[src/sv/external_id_remapper_macros.svh]
// Assertion macros for the external identifier remapper.
// Used by the modules that carry assertions; expects clk_i and rst_ni in scope.
`ifndef EXTERNAL_ID_REMAPPER_MACROS_SVH
`define EXTERNAL_ID_REMAPPER_MACROS_SVH

// Condition in the same cycle as the trigger.
`define EIR_ASSERT_NOW(lbl, ante, cons) \
  lbl: assert property (@(posedge clk_i) disable iff (!rst_ni) (ante) |-> (cons)) \
    else $error("%m: check failed");

// Condition in the cycle after the trigger.
`define EIR_ASSERT_NEXT(lbl, ante, cons) \
  lbl: assert property (@(posedge clk_i) disable iff (!rst_ni) (ante) |=> (cons)) \
    else $error("%m: check failed");

`endif

[src/sv/eir_pkg.sv]
// Package for the external identifier remapper: sizes, shared types.
// No dependencies; used by every other file of the block but the assertion macros header.
`timescale 1ns / 1ps

package eir_pkg;

  // Table size and key width.
  localparam int unsigned ENTRIES  = 1024;
  localparam int unsigned KEY_BITS = 32;

  // Fixed field widths of the channels.
  localparam int unsigned EXT_W = 32;
  localparam int unsigned ID_W  = 10;

  // Index into the store and count of used positions (0 to ENTRIES).
  localparam int unsigned INDEX_W = (ENTRIES > 1) ? $clog2(ENTRIES) : 1;
  localparam int unsigned COUNT_W = $clog2(ENTRIES + 1);

  typedef logic [KEY_BITS-1:0] key_t;
  typedef logic [INDEX_W-1:0]  index_t;
  typedef logic [COUNT_W-1:0]  count_t;

  // Request from the sequencer to the key store.
  typedef struct packed {
    logic   wr_en;
    index_t wr_addr;
    key_t   wr_data;
    logic   rd_en;
    index_t rd_addr;
  } mem_req_t;

  // One result item.
  typedef struct packed {
    logic [ID_W-1:0] dense_idx;
    logic            is_new;
    logic            table_full;
  } res_t;

endpackage

[src/sv/eir_scan_seq.sv]
// Scan sequencer: walks the used positions through one shared key comparator.
// Depends on eir_pkg and the assertion macros header.
`timescale 1ns / 1ps
`include "external_id_remapper_macros.svh"

module eir_scan_seq (
  input  logic                    clk_i,
  input  logic                    rst_ni,
  input  logic                    in_valid_i,
  output logic                    in_ready_o,
  input  logic [eir_pkg::EXT_W-1:0] ext_key_i,
  output eir_pkg::mem_req_t       mem_req_o,
  input  eir_pkg::key_t           rd_data_i,
  output logic                    res_valid_o,
  input  logic                    res_ready_i,
  output eir_pkg::res_t           res_o
);

  typedef enum logic [1:0] {
    ST_IDLE = 2'b01,
    ST_SCAN = 2'b10
  } state_e;

  localparam eir_pkg::count_t FullCount = eir_pkg::COUNT_W'(eir_pkg::ENTRIES);

  state_e          state_q, state_d;
  eir_pkg::key_t   key_q, key_d;
  eir_pkg::count_t used_q, used_d;
  eir_pkg::count_t scan_idx_q, scan_idx_d;
  logic            pend_q, pend_d;
  eir_pkg::index_t pend_idx_q, pend_idx_d;

  logic hit;
  logic more;

  // Shared comparator and bound check.
  assign hit  = pend_q && (rd_data_i == key_q);
  assign more = (scan_idx_q < used_q);

  assign in_ready_o = (state_q == ST_IDLE);

  // Sequencer: while scanning, one read issued and one key compared per cycle.
  always_comb begin
    state_d     = state_q;
    key_d       = key_q;
    used_d      = used_q;
    scan_idx_d  = scan_idx_q;
    pend_d      = pend_q;
    pend_idx_d  = pend_idx_q;
    mem_req_o   = '0;
    res_valid_o = 1'b0;
    res_o       = '0;

    unique case (state_q)
      ST_IDLE: begin
        if (in_valid_i) begin
          key_d      = eir_pkg::KEY_BITS'(ext_key_i);
          scan_idx_d = '0;
          pend_d     = 1'b0;
          state_d    = ST_SCAN;
        end
      end
      ST_SCAN: begin
        if (hit) begin
          // Stored key found at the position just read.
          if (res_ready_i) begin
            res_valid_o     = 1'b1;
            res_o.dense_idx = eir_pkg::ID_W'(pend_idx_q);
            state_d         = ST_IDLE;
          end
        end else if (more) begin
          mem_req_o.rd_en   = 1'b1;
          mem_req_o.rd_addr = scan_idx_q[eir_pkg::INDEX_W-1:0];
          pend_d            = 1'b1;
          pend_idx_d        = scan_idx_q[eir_pkg::INDEX_W-1:0];
          scan_idx_d        = scan_idx_q + eir_pkg::count_t'(1);
        end else if (res_ready_i) begin
          // Miss: append the key unless the table is full.
          res_valid_o = 1'b1;
          if (used_q == FullCount) begin
            res_o.table_full = 1'b1;
          end else begin
            mem_req_o.wr_en   = 1'b1;
            mem_req_o.wr_addr = used_q[eir_pkg::INDEX_W-1:0];
            mem_req_o.wr_data = key_q;
            res_o.dense_idx   = eir_pkg::ID_W'(used_q[eir_pkg::INDEX_W-1:0]);
            res_o.is_new      = 1'b1;
            used_d            = used_q + eir_pkg::count_t'(1);
          end
          state_d = ST_IDLE;
        end
      end
      default: begin
        state_d = ST_IDLE;
      end
    endcase
  end

  // Control registers.
  always_ff @(posedge clk_i or negedge rst_ni) begin
    if (!rst_ni) begin
      state_q    <= ST_IDLE;
      used_q     <= '0;
      scan_idx_q <= '0;
      pend_q     <= 1'b0;
    end else begin
      state_q    <= state_d;
      used_q     <= used_d;
      scan_idx_q <= scan_idx_d;
      pend_q     <= pend_d;
    end
  end

  // Payload registers.
  always_ff @(posedge clk_i) begin
    key_q      <= key_d;
    pend_idx_q <= pend_idx_d;
  end

  `EIR_ASSERT_NOW(a_used_bound, 1'b1, used_q <= FullCount)
  `EIR_ASSERT_NOW(a_write_room, mem_req_o.wr_en, used_q < FullCount)
  `EIR_ASSERT_NOW(a_read_in_use, mem_req_o.rd_en, scan_idx_q < used_q)
  `EIR_ASSERT_NEXT(a_write_counts, mem_req_o.wr_en, used_q == $past(used_q) + eir_pkg::count_t'(1))
  `EIR_ASSERT_NOW(a_flags_apart, res_valid_o, !(res_o.is_new && res_o.table_full))

endmodule

[config.mk]
export PLATFORM = sky130hd
export DESIGN_NAME = eir_scan_seq
export DESIGN_NICKNAME = d
export VERILOG_FILES = /design/src/sv/eir_pkg.sv /design/src/sv/eir_scan_seq.sv
export VERILOG_INCLUDE_DIRS = /design/src /design/src/sv
export SDC_FILE = /design/constraint.sdc
export NUM_CORES = 1
export LEC_CHECK = 0
export BUFFER_PORTS_ARGS = -buffer_cell sky130_fd_sc_hd__buf_4
export CELL_PAD_IN_SITES_DETAIL_PLACEMENT = 2
export CELL_PAD_IN_SITES_GLOBAL_PLACEMENT = 2
export CORE_UTILIZATION = 33
export DETAILED_ROUTE_END_ITERATION = 6
export PLACE_DENSITY_LB_ADDON = 0.1
export SYNTH_ARGS = -nofsm -noshare
export SYNTH_HDL_FRONTEND = slang
export SYNTH_SLANG_ARGS = --single-unit
[constraint.sdc]
create_clock -name clk_i -period 4.1 [get_ports clk_i]
set_input_delay 0.41 -clock clk_i [delete_from_list [all_inputs] [get_ports clk_i]]
set_output_delay 0.41 -clock clk_i [all_outputs]
set_load 0.02 [all_outputs]
# After elaboration in Yosys (flattened, before gate mapping)
# Cells that the tools add are included.
[op_classes] n_addsub=2 n_mul=0 div=0 n_lt_le_gt_ge=1 n_eq_ne=8 shifts=0 n_mux=31 bitwise=3 reduce_logical=7
[ops] op="$mux 43" count=3
[ops] op="$mux 54" count=2
[ops] op="$mux 11" count=5
[ops] op="$mux 12" count=3
[ops] op="$eq 32x32->1" count=1
[ops] op="$add 11x1->11 const B" count=2
[ops] op="$pmux 11 s2" count=1
[ops] op="$mux 10" count=2
[ops] op="$eq 11x11->1 const B" count=1
[ops] op="$lt 11x11->1" count=1
[ops] op="$mux 2" count=5
[ops] op="$mux 1" count=8
[ops] op="$ne 2x2->1 const B" count=3
[ops] op="$reduce_and 5->1" count=1
[ops] op="$pmux 2 s2" count=1
[ops] op="$reduce_and 2->1" count=2
[ops] op="$reduce_and 4->1" count=1
[ops] op="$ne 3x3->1 const B" count=1
[ops] op="$not 1->1" count=3
[ops] op="$reduce_and 3->1" count=1
[ops] op="$eq 2x1->1 const B" count=1
[ops] op="$eq 2x2->1 const B" count=1
[ops] op="$pmux 1 s2" count=1
[ops] op="$reduce_bool 2->1" count=1
[ops] op="$logic_and 1x1->1" count=1
[totals] regBits=67 latch_bits=0 ramBits=0 mem_bits_ro=0 inputBits=68 output_inout_bits=68 wordCells=58 mem_count=0

# Depth between registers and ports, before layout
# Gate-level depths: netlist of run 1.
[logic_depth] ltp_word=6 ltp_mapped=10 depth_no_buf=8

# Worst setup path after synthesis of run 1
# No wires, ideal clock.
[synth_path] kind="reg-to-output" start="reg used_q[2]" end="out res_o[3] (netlist bit)" arrival_time_ps=2411 setup_slack_ps=1279 path_stages_with_launch=10 path_buffers=1 cell_sequence="dfrtp_1 -> inv_1 -> ha_1 -> nand2_1 -> o21ai_0 -> a21oi_1 -> o21a_1 -> buf_2 -> nor4_1 -> a21o_1"
[synth_lines] item="start, declared" line="eir_scan_seq.sv:28" text="eir_pkg::count_t used_q, used_d;"
[synth_lines] item="start signal, assigned" line="eir_scan_seq.sv:108" text="used_q <= used_d;"
[synth_lines] item="end, declared" line="eir_scan_seq.sv:16" text="output eir_pkg::res_t res_o"

==> flow_results.xml, run 1 <==
<?xml version="1.0" encoding="UTF-8"?>
<metrics>
  <group name="floorplanning">
    <metric name="floorplan.io_pins" unit="">136</metric>
    <metric name="fp.dieArea" unit="um2">11800</metric>
    <metric name="starting_density_of_the_core" unit="%">34.3</metric>
    <metric name="core_area" unit="um2">11000</metric>
    <metric name="dieWidth" unit="um">109</metric>
    <metric name="rows" unit="">38</metric>
    <metric name="dieHeight" unit="um">109</metric>
  </group>
  <group name="power_and_ir_drop">
    <metric name="sw_frac_of_total" unit="%">30.8</metric>
    <metric name="powerDensity" unit="nW/um2">419</metric>
    <metric name="internal_power" unit="uW">1520</metric>
    <metric name="comb_power_share" unit="%">22.2</metric>
    <metric name="clkPwrFrac" unit="%">34.2</metric>
    <metric name="total_switching_power" unit="uW">678</metric>
    <metric name="share_seq_of_total_power" unit="%">43.7</metric>
    <metric name="worst_ir_drop_vdd" unit="uV">256</metric>
    <metric name="leakagePower" unit="uW">0.00239</metric>
  </group>
  <group name="synth">
    <metric name="yosys_most_used_dff" unit="">edfxtp_1</metric>
    <metric name="synthesis.area" unit="um2">3760</metric>
    <metric name="synth-edff-count" unit="">42</metric>
    <metric name="combinational_family_with_the_most_area_after_synthesis" unit="">simple AND/OR/NAND/NOR gates</metric>
    <metric name="synthesis.yosys.warnings" unit="">0</metric>
    <metric name="synthesis.nets" unit="">425</metric>
    <metric name="synthMuxAreaShare" unit="%">1.46</metric>
    <metric name="synth_xor_area_share" unit="%">9.31</metric>
    <metric name="synth.ff_latch_count" unit="">67</metric>
    <metric name="postSynth.asyncResetShare" unit="%">37.3</metric>
    <metric name="synth_compound_area_share" unit="%">9.01</metric>
    <metric name="synth-adder-area-share" unit="%">4.32</metric>
    <metric name="ys_types" unit="">45</metric>
    <metric name="yosysSeqAreaShare" unit="%">50.2</metric>
    <metric name="syn_area_per_cell" unit="um2">10.9</metric>
    <metric name="synth-simple-area-share" unit="%">22.6</metric>
    <metric name="syn_inst" unit="">344</metric>
  </group>
  <group name="sta">
    <metric name="timing.final.setup_violations" unit="">0</metric>
    <metric name="layout_min_cycle_time" unit="ns">3.46</metric>
    <metric name="fin_crit_sh" unit="%">84.3</metric>
    <metric name="setup_ws" unit="ns">0.643</metric>
    <metric name="skew" unit="ns">0.00754</metric>
    <metric name="timing_max_transition_violations_final" unit="">0</metric>
    <metric name="worst-slew-pin-transition" unit="ns">0.671</metric>
    <metric name="max_freq" unit="GHz">0.289</metric>
    <metric name="timing.max_slew.rel_slack" unit="%">54.8</metric>
    <metric name="timing.final.hold_violations" unit="">0</metric>
    <metric name="setup_repair_after_global_routing_missed_its_margin" unit="">false</metric>
    <metric name="setup-tns-final" unit="ns">0</metric>
  </group>
  <group name="worst_setup_path">
    <metric name="crit_path_max_fanout" unit="">16</metric>
    <metric name="crit_path_cell_trace" unit="">xor2_1 &gt; nor4_1 &gt; nand3_1 &gt; or4_1 &gt; nor2_4 &gt; a21o_1 &gt; buf_4</metric>
    <metric name="cp.buffers_inverters" unit="">1</metric>
    <metric name="critical-path-slowest-cell" unit="">or4_1</metric>
    <metric name="endpoint_kind" unit="">output pin</metric>
    <metric name="worst-setup-path-type" unit="">flop to output pin</metric>
    <metric name="cp-start-kind" unit="">flop</metric>
    <metric name="critical_path_required" unit="ns">3.69</metric>
    <metric name="crit_family" unit="">simple AND/OR/NAND/NOR gates</metric>
    <metric name="critPathArrivalTime" unit="ns">3.05</metric>
    <metric name="crit_path_max_incr_delay" unit="ns">0.77</metric>
  </group>
  <group name="route">
    <metric name="detail-route-antenna-nets" unit="">0</metric>
    <metric name="routed_via_density" unit="">5.26</metric>
    <metric name="routedWlPerCell" unit="um">21.3</metric>
    <metric name="detailroute.via_count" unit="">3320</metric>
    <metric name="dr.first_iter.drc_count" unit="">95</metric>
    <metric name="remaining_drc_errors" unit="">0</metric>
    <metric name="wirelength" unit="um">13400</metric>
    <metric name="drt-pass1-iter-count" unit="">5</metric>
  </group>
  <group name="clock_tree">
    <metric name="clock_tree_from_tritoncts" unit="">done</metric>
    <metric name="tritoncts_sink_count" unit="">67</metric>
    <metric name="clock_path_buffers" unit="">2</metric>
    <metric name="clock_latency" unit="ns">0.34</metric>
    <metric name="post_cts.repair.setup_buffers" unit="">0</metric>
    <metric name="worst_setup_hold_path_clk_slew" unit="ns">0.06</metric>
    <metric name="count_of_instances_resized_after_the_clock_tree_is_built" unit="">0</metric>
    <metric name="cts_hold_buffers" unit="">1</metric>
    <metric name="count_of_h_tree_levels_built_during_cts" unit="">3</metric>
    <metric name="clock-root-buffer" unit="">clkbuf_16</metric>
    <metric name="cts-buffers-inserted" unit="">9</metric>
  </group>
  <group name="grt">
    <metric name="grt_start_max_net_pins" unit="">37</metric>
    <metric name="grt_first_pass_wirelength" unit="um">20600</metric>
    <metric name="vias_in_the_first_global_route" unit="">3697</metric>
    <metric name="initial_antenna_violation_count" unit="">0</metric>
    <metric name="gr-usage-all-layers" unit="%">24.1</metric>
    <metric name="globalRouteOverflowTotal" unit="">0</metric>
  </group>
  <group name="cells_and_area">
    <metric name="final_common_cell" unit="">buf_4</metric>
    <metric name="nets" unit="">567</metric>
    <metric name="ant_diodes" unit="">0</metric>
    <metric name="design_area" unit="um2">5260</metric>
    <metric name="n_fill_cell" unit="">1152</metric>
    <metric name="post_route_cells_drive_above_1_share" unit="%">33.6</metric>
    <metric name="mostFrequentLayoutCells" unit="">buf_4, edfxtp_1, and2_1</metric>
    <metric name="area.growth.synth_to_final" unit="%">39.7</metric>
  </group>
  <group name="min_path">
    <metric name="hold_path.class" unit="">input pin to flop</metric>
  </group>
  <group name="placed_design">
    <metric name="dpl.hpwl" unit="um">10300</metric>
    <metric name="placed_cell_area" unit="um2">4970</metric>
    <metric name="finalWeightedCongestion" unit="">0.749</metric>
    <metric name="buffer_ports.inserted" unit="">135</metric>
    <metric name="dp_slack" unit="ns">0.876</metric>
  </group>
  <group name="run_status">
    <metric name="status" unit="">completed</metric>
  </group>
  <group name="run">
    <metric name="maxCapViolations" unit="">0</metric>
  </group>
</metrics>
==> final timing paths <==
check | cells after the start | start | endpoint | slack [ns]
min in group asynchronous | 2 | rst_ni | used_q[10] | 0.53
worst min-delay path | 1 | ext_key_i[13] | key_q[13] | 0.24
max in group asynchronous | 2 | rst_ni | state_q[0] | 3.26
worst max-delay path | 7 | key_q[26] | res_o[8] | 0.64
worst min register to register | 1 | used_q[10] | used_q[10] | 0.48
worst max register to register | 9 | used_q[2] | used_q[1] | 1.35
==> final cells by class <==
type	instances	area, um2	area share (%)
inverters	14	52.6	1.00
clock buffers	12	236	4.50
repair buffers	145	1090	20.8
multi-input cells	249	1770	33.7
clock inverters	4	41.3	0.786
well taps	140	175	3.33
flip-flops and latches	67	1890	35.9
==> sequential cells by signal, indices dropped and copies added, names as in the netlist <==
| register | cells |
|---|---|
| pend_q | 1 |
| scan_idx_q | 11 |
| used_q | 11 |
| key_q | 32 |
| pend_idx_q | 10 |
| state_q | 2 |
==> through the flow <==
step | std cells | utilization [%] | total power [uW] | hold WS, ns
3_3_place_gp | 614 | 45.2 | 1430 | 0.345
5_1_grt | 631 | 47.9 | 2300 | 0.232
4_1_cts | 631 | 47.9 | 2230 | 0.232
2_1_floorplan | 344 | - | 1220 | 0.114
6_report | 631 | 47.9 | 2200 | 0.245
3_5_place_dp | 614 | 45.2 | 1460 | 0.348
==> power groups by stage <==
stage | Sequential [uW] | Combinational (uW) | Clock [uW]
5_1_grt | 977 | 530 | 791
3_5_place_dp | 975 | 483 | 0
2_1_floorplan | 938 | 283 | 0
3_3_place_gp | 965 | 462 | 0
6_report | 961 | 488 | 753
4_1_cts | 963 | 491 | 772
==> synthesized netlist by cell type (3+ instances only) <==
| cell type | n | share of area [%] |
|---|---|---|
| xnor2_1 | 12 | 2.8 |
| clkbuf_1 | 8 | 0.80 |
| or3_1 | 3 | 0.50 |
| xor2_1 | 28 | 6.5 |
| inv_1 | 14 | 1.4 |
| ha_1 | 13 | 4.3 |
| mux2_2 | 4 | 1.2 |
| edfxtp_1 | 42 | 34 |
| and3_1 | 12 | 2.0 |
| nor3_1 | 13 | 1.7 |
| nor4_1 | 29 | 4.8 |
| a21o_1 | 14 | 2.8 |
| nand2_1 | 12 | 1.2 |
| dfrtp_1 | 24 | 16 |
| nand3_1 | 13 | 1.7 |
| nor2b_1 | 4 | 0.67 |
| a21oi_1 | 7 | 0.93 |
| buf_2 | 5 | 0.67 |
| a221o_1 | 5 | 1.3 |
| nand4_1 | 8 | 1.3 |
| nor2_1 | 8 | 0.80 |
| o21ai_0 | 6 | 0.80 |
| and2_1 | 35 | 5.8 |
==> cell families after synthesis <==
family                   after synthesis
adder cells (fa/ha/maj)               13
AND/OR/NAND/NOR                      146
AO/OA/AOI/OAI                         45
XOR/XNOR                              40
flip-flops                            67
multiplexers                           5
buffers and inverters                 28
==> layer usage <==
metal	global-route usage, %	vias up	share of wire [%]	wire length (um)
met1	29.7	1680	43	5770
met4	8.98	0	1.9	251
met2	42.2	71	52	6940
met3	3.83	16	3.4	452
li1	-	1553	-	-
met5	0	-	0	0
No activity file was read; power rests on OpenSTA's default activity.
==> inputs of run 2 (changes only) <==
CORE_UTILIZATION = 27   (was 33)
clock period = 2.9 ns   (was 4.1 ns; I/O delays follow)
==> flow_results.xml, run 2 (synthesis gave the netlist of run 1 again) <==
<?xml version="1.0" encoding="UTF-8"?>
<metrics>
  <group name="sta">
    <metric name="timing_max_transition_violations_final" unit="">0</metric>
    <metric name="fin_crit_sh" unit="%">98.7</metric>
    <metric name="worst-slew-pin-transition" unit="ns">0.659</metric>
    <metric name="final.hold.worst_slack" unit="ns">0.121</metric>
    <metric name="setup_repair_after_global_routing_missed_its_margin" unit="">true</metric>
    <metric name="timing.final.setup_violations" unit="">0</metric>
    <metric name="max_freq" unit="GHz">0.349</metric>
    <metric name="timing.final.hold_violations" unit="">0</metric>
    <metric name="timing.max_slew.rel_slack" unit="%">55.6</metric>
    <metric name="skew" unit="ns">0.00708</metric>
    <metric name="layout_min_cycle_time" unit="ns">2.86</metric>
  </group>
  <group name="min_path">
    <metric name="min_to" unit="">key_q[23]</metric>
    <metric name="worstHoldStart" unit="">ext_key_i[23]</metric>
    <metric name="worstHoldPathCells" unit="">1</metric>
    <metric name="hold_path.class" unit="">input pin to flop</metric>
  </group>
  <group name="route">
    <metric name="routed_via_density" unit="">4.89</metric>
    <metric name="wirelength" unit="um">13900</metric>
    <metric name="drt-pass1-iter-count" unit="">6</metric>
    <metric name="dr.first_iter.drc_count" unit="">100</metric>
    <metric name="detail-route-antenna-nets" unit="">0</metric>
    <metric name="remaining_drc_errors" unit="">0</metric>
    <metric name="routedWlPerCell" unit="um">19.9</metric>
    <metric name="detailroute.via_count" unit="">3415</metric>
  </group>
  <group name="placed_design">
    <metric name="finalWeightedCongestion" unit="">0.770</metric>
    <metric name="buffer_ports.inserted" unit="">135</metric>
    <metric name="dpl.hpwl" unit="um">10400</metric>
  </group>
  <group name="grt">
    <metric name="grt_start_max_net_pins" unit="">34</metric>
    <metric name="grt_first_pass_wirelength" unit="um">21800</metric>
    <metric name="initial_antenna_violation_count" unit="">0</metric>
    <metric name="globalRouteOverflowTotal" unit="">0</metric>
    <metric name="gr-usage-all-layers" unit="%">20.6</metric>
    <metric name="vias_in_the_first_global_route" unit="">3711</metric>
  </group>
  <group name="power_and_ir_drop">
    <metric name="total_switching_power" unit="uW">1010</metric>
    <metric name="comb_power_share" unit="%">25.0</metric>
    <metric name="internal_power" unit="uW">2210</metric>
    <metric name="report.power.total" unit="uW">3220</metric>
    <metric name="powerDensity" unit="nW/um2">560</metric>
    <metric name="sw_frac_of_total" unit="%">31.4</metric>
    <metric name="share_seq_of_total_power" unit="%">41.6</metric>
    <metric name="clkPwrFrac" unit="%">33.4</metric>
    <metric name="worst_ir_drop_vdd" unit="uV">344</metric>
    <metric name="leakagePower" unit="uW">0.00260</metric>
  </group>
  <group name="worst_setup_path">
    <metric name="worst-setup-path-type" unit="">flop to output pin</metric>
    <metric name="crit_path_start" unit="">key_q[26]</metric>
    <metric name="critPathArrivalTime" unit="ns">2.57</metric>
    <metric name="critical_path_required" unit="ns">2.61</metric>
    <metric name="r2r_cells" unit="">8</metric>
    <metric name="reg2reg_to" unit="">scan_idx_q[2]</metric>
    <metric name="cp-start-kind" unit="">flop</metric>
    <metric name="reg2reg_slack" unit="ns">0.36</metric>
    <metric name="timing.rr.start" unit="">key_q[26]</metric>
    <metric name="crit_path_max_fanout" unit="">10</metric>
    <metric name="endpoint_kind" unit="">output pin</metric>
  </group>
  <group name="cells_and_area">
    <metric name="area.growth.synth_to_final" unit="%">52.7</metric>
    <metric name="largest_register_ff_count" unit="">32</metric>
    <metric name="reg.largest.list" unit="">key_q: 32 flops, scan_idx_q: 11 flops, used_q: 11 flops</metric>
    <metric name="largest_register" unit="">key_q</metric>
    <metric name="nets" unit="">599</metric>
    <metric name="mostFrequentLayoutCells" unit="">buf_4, edfxtp_1, and2_1</metric>
    <metric name="ant_diodes" unit="">0</metric>
    <metric name="post_route_cells_drive_above_1_share" unit="%">42.6</metric>
    <metric name="final_common_cell" unit="">buf_4</metric>
  </group>
  <group name="floorplanning">
    <metric name="dieWidth" unit="um">120</metric>
    <metric name="fp.dieArea" unit="um2">14400</metric>
    <metric name="floorplan.io_pins" unit="">136</metric>
    <metric name="dieHeight" unit="um">120</metric>
    <metric name="core_area" unit="um2">13400</metric>
    <metric name="rows" unit="">42</metric>
    <metric name="starting_density_of_the_core" unit="%">28.1</metric>
  </group>
  <group name="run_status">
    <metric name="status" unit="">completed</metric>
  </group>
  <group name="clock_tree">
    <metric name="count_of_h_tree_levels_built_during_cts" unit="">3</metric>
    <metric name="worst_setup_hold_path_clk_slew" unit="ns">0.06</metric>
    <metric name="clock_path_buffers" unit="">2</metric>
    <metric name="clock_tree_from_tritoncts" unit="">done</metric>
    <metric name="clock_latency" unit="ns">0.34</metric>
    <metric name="clock-root-buffer" unit="">clkbuf_16</metric>
    <metric name="cts-buffers-inserted" unit="">9</metric>
    <metric name="tritoncts_sink_count" unit="">67</metric>
  </group>
  <group name="run">
    <metric name="maxCapViolations" unit="">0</metric>
  </group>
</metrics>
==> run 2: changes by cell type in the layout (fill, tap and decap cells not counted), sizes merged <==
cell,change
bufbuf,+1
buf,+31
==> run 2: power groups by stage <==
stage | combinational [uW] | sequential, uW | clock (uW)
detailed placement | 749 | 1350 | 0
CTS | 803 | 1340 | 1100
global placement | 739 | 1340 | 0
finish | 804 | 1340 | 1070
floorplan | 400 | 1330 | 0
global route | 887 | 1360 | 1130
==> run 2: metrics by stage <==
| stage | setup WS, ns | area [um2] | util (%) | setup TNS (ns) | cells |
|---|---|---|---|---|---|
| 3_3_place_gp | 0.206 | 5150 | 38.4 | 0 | 665 |
| 4_1_cts | -0.0188 | 5710 | 42.6 | -0.0991 | 697 |
| 2_1_floorplan | 0.199 | 3760 | - | 0 | 344 |
| 6_report | 0.0371 | 5750 | 42.9 | 0 | 699 |
| 3_5_place_dp | 0.155 | 5150 | 38.4 | 0 | 665 |
| 5_1_grt | -0.100 | 5750 | 42.9 | -2.71 | 699 |
==> run 2: worst max path at each step <==
stage	to	slack, ns
6_report	res_o[5]	0.04
5_1_grt	res_o[5]	-0.10
4_1_cts	res_o[5]	-0.02
3_5_place_dp	res_o[3]	0.15
3_3_place_gp	res_o[8]	0.21
2_1_floorplan	res_o[8]	0.20
==> run 2: per-layer routing <==
metal | vias up | part of all wire (%) | track usage, % | routed length (um)
li1 | 1621 | - | - | -
met4 | 0 | 1.1 | 5.70 | 146
met1 | 1700 | 46 | 26.4 | 6320
met2 | 83 | 50 | 34.8 | 6930
met5 | - | 0 | 0 | 0
met3 | 11 | 3.6 | 4.37 | 495
==> run 2: cell type report <==
class                   count  area (um2)
inverters                  14        52.6
clock inverters             4        45.0
repair buffers            177        1430
well taps                 176         220
flip-flops and latches     67        1890
clock buffers              12         236
fillers                  1432        7650
multi-input cells         249        1870
==> run 2: worst max-delay path, cell delays in order, from the launching register on <==
cell	delay, ns
edfxtp_1	0.41
xor2_1	0.20
nor4_1	0.35
nand3_1	0.24
or4_4	0.52
nor2_4	0.13
buf_12	0.14
a21o_1	0.14
buf_6	0.12
==> run 2: timing repair <==
action	in CTS	in global routing
hold buffers	1	0
endpoints found under the hold margin	24	0
pin swaps	5	5
endpoints found under the setup margin	65	56
setup buffers	14	2
cloned	1	0
gates resized for setup	31	9
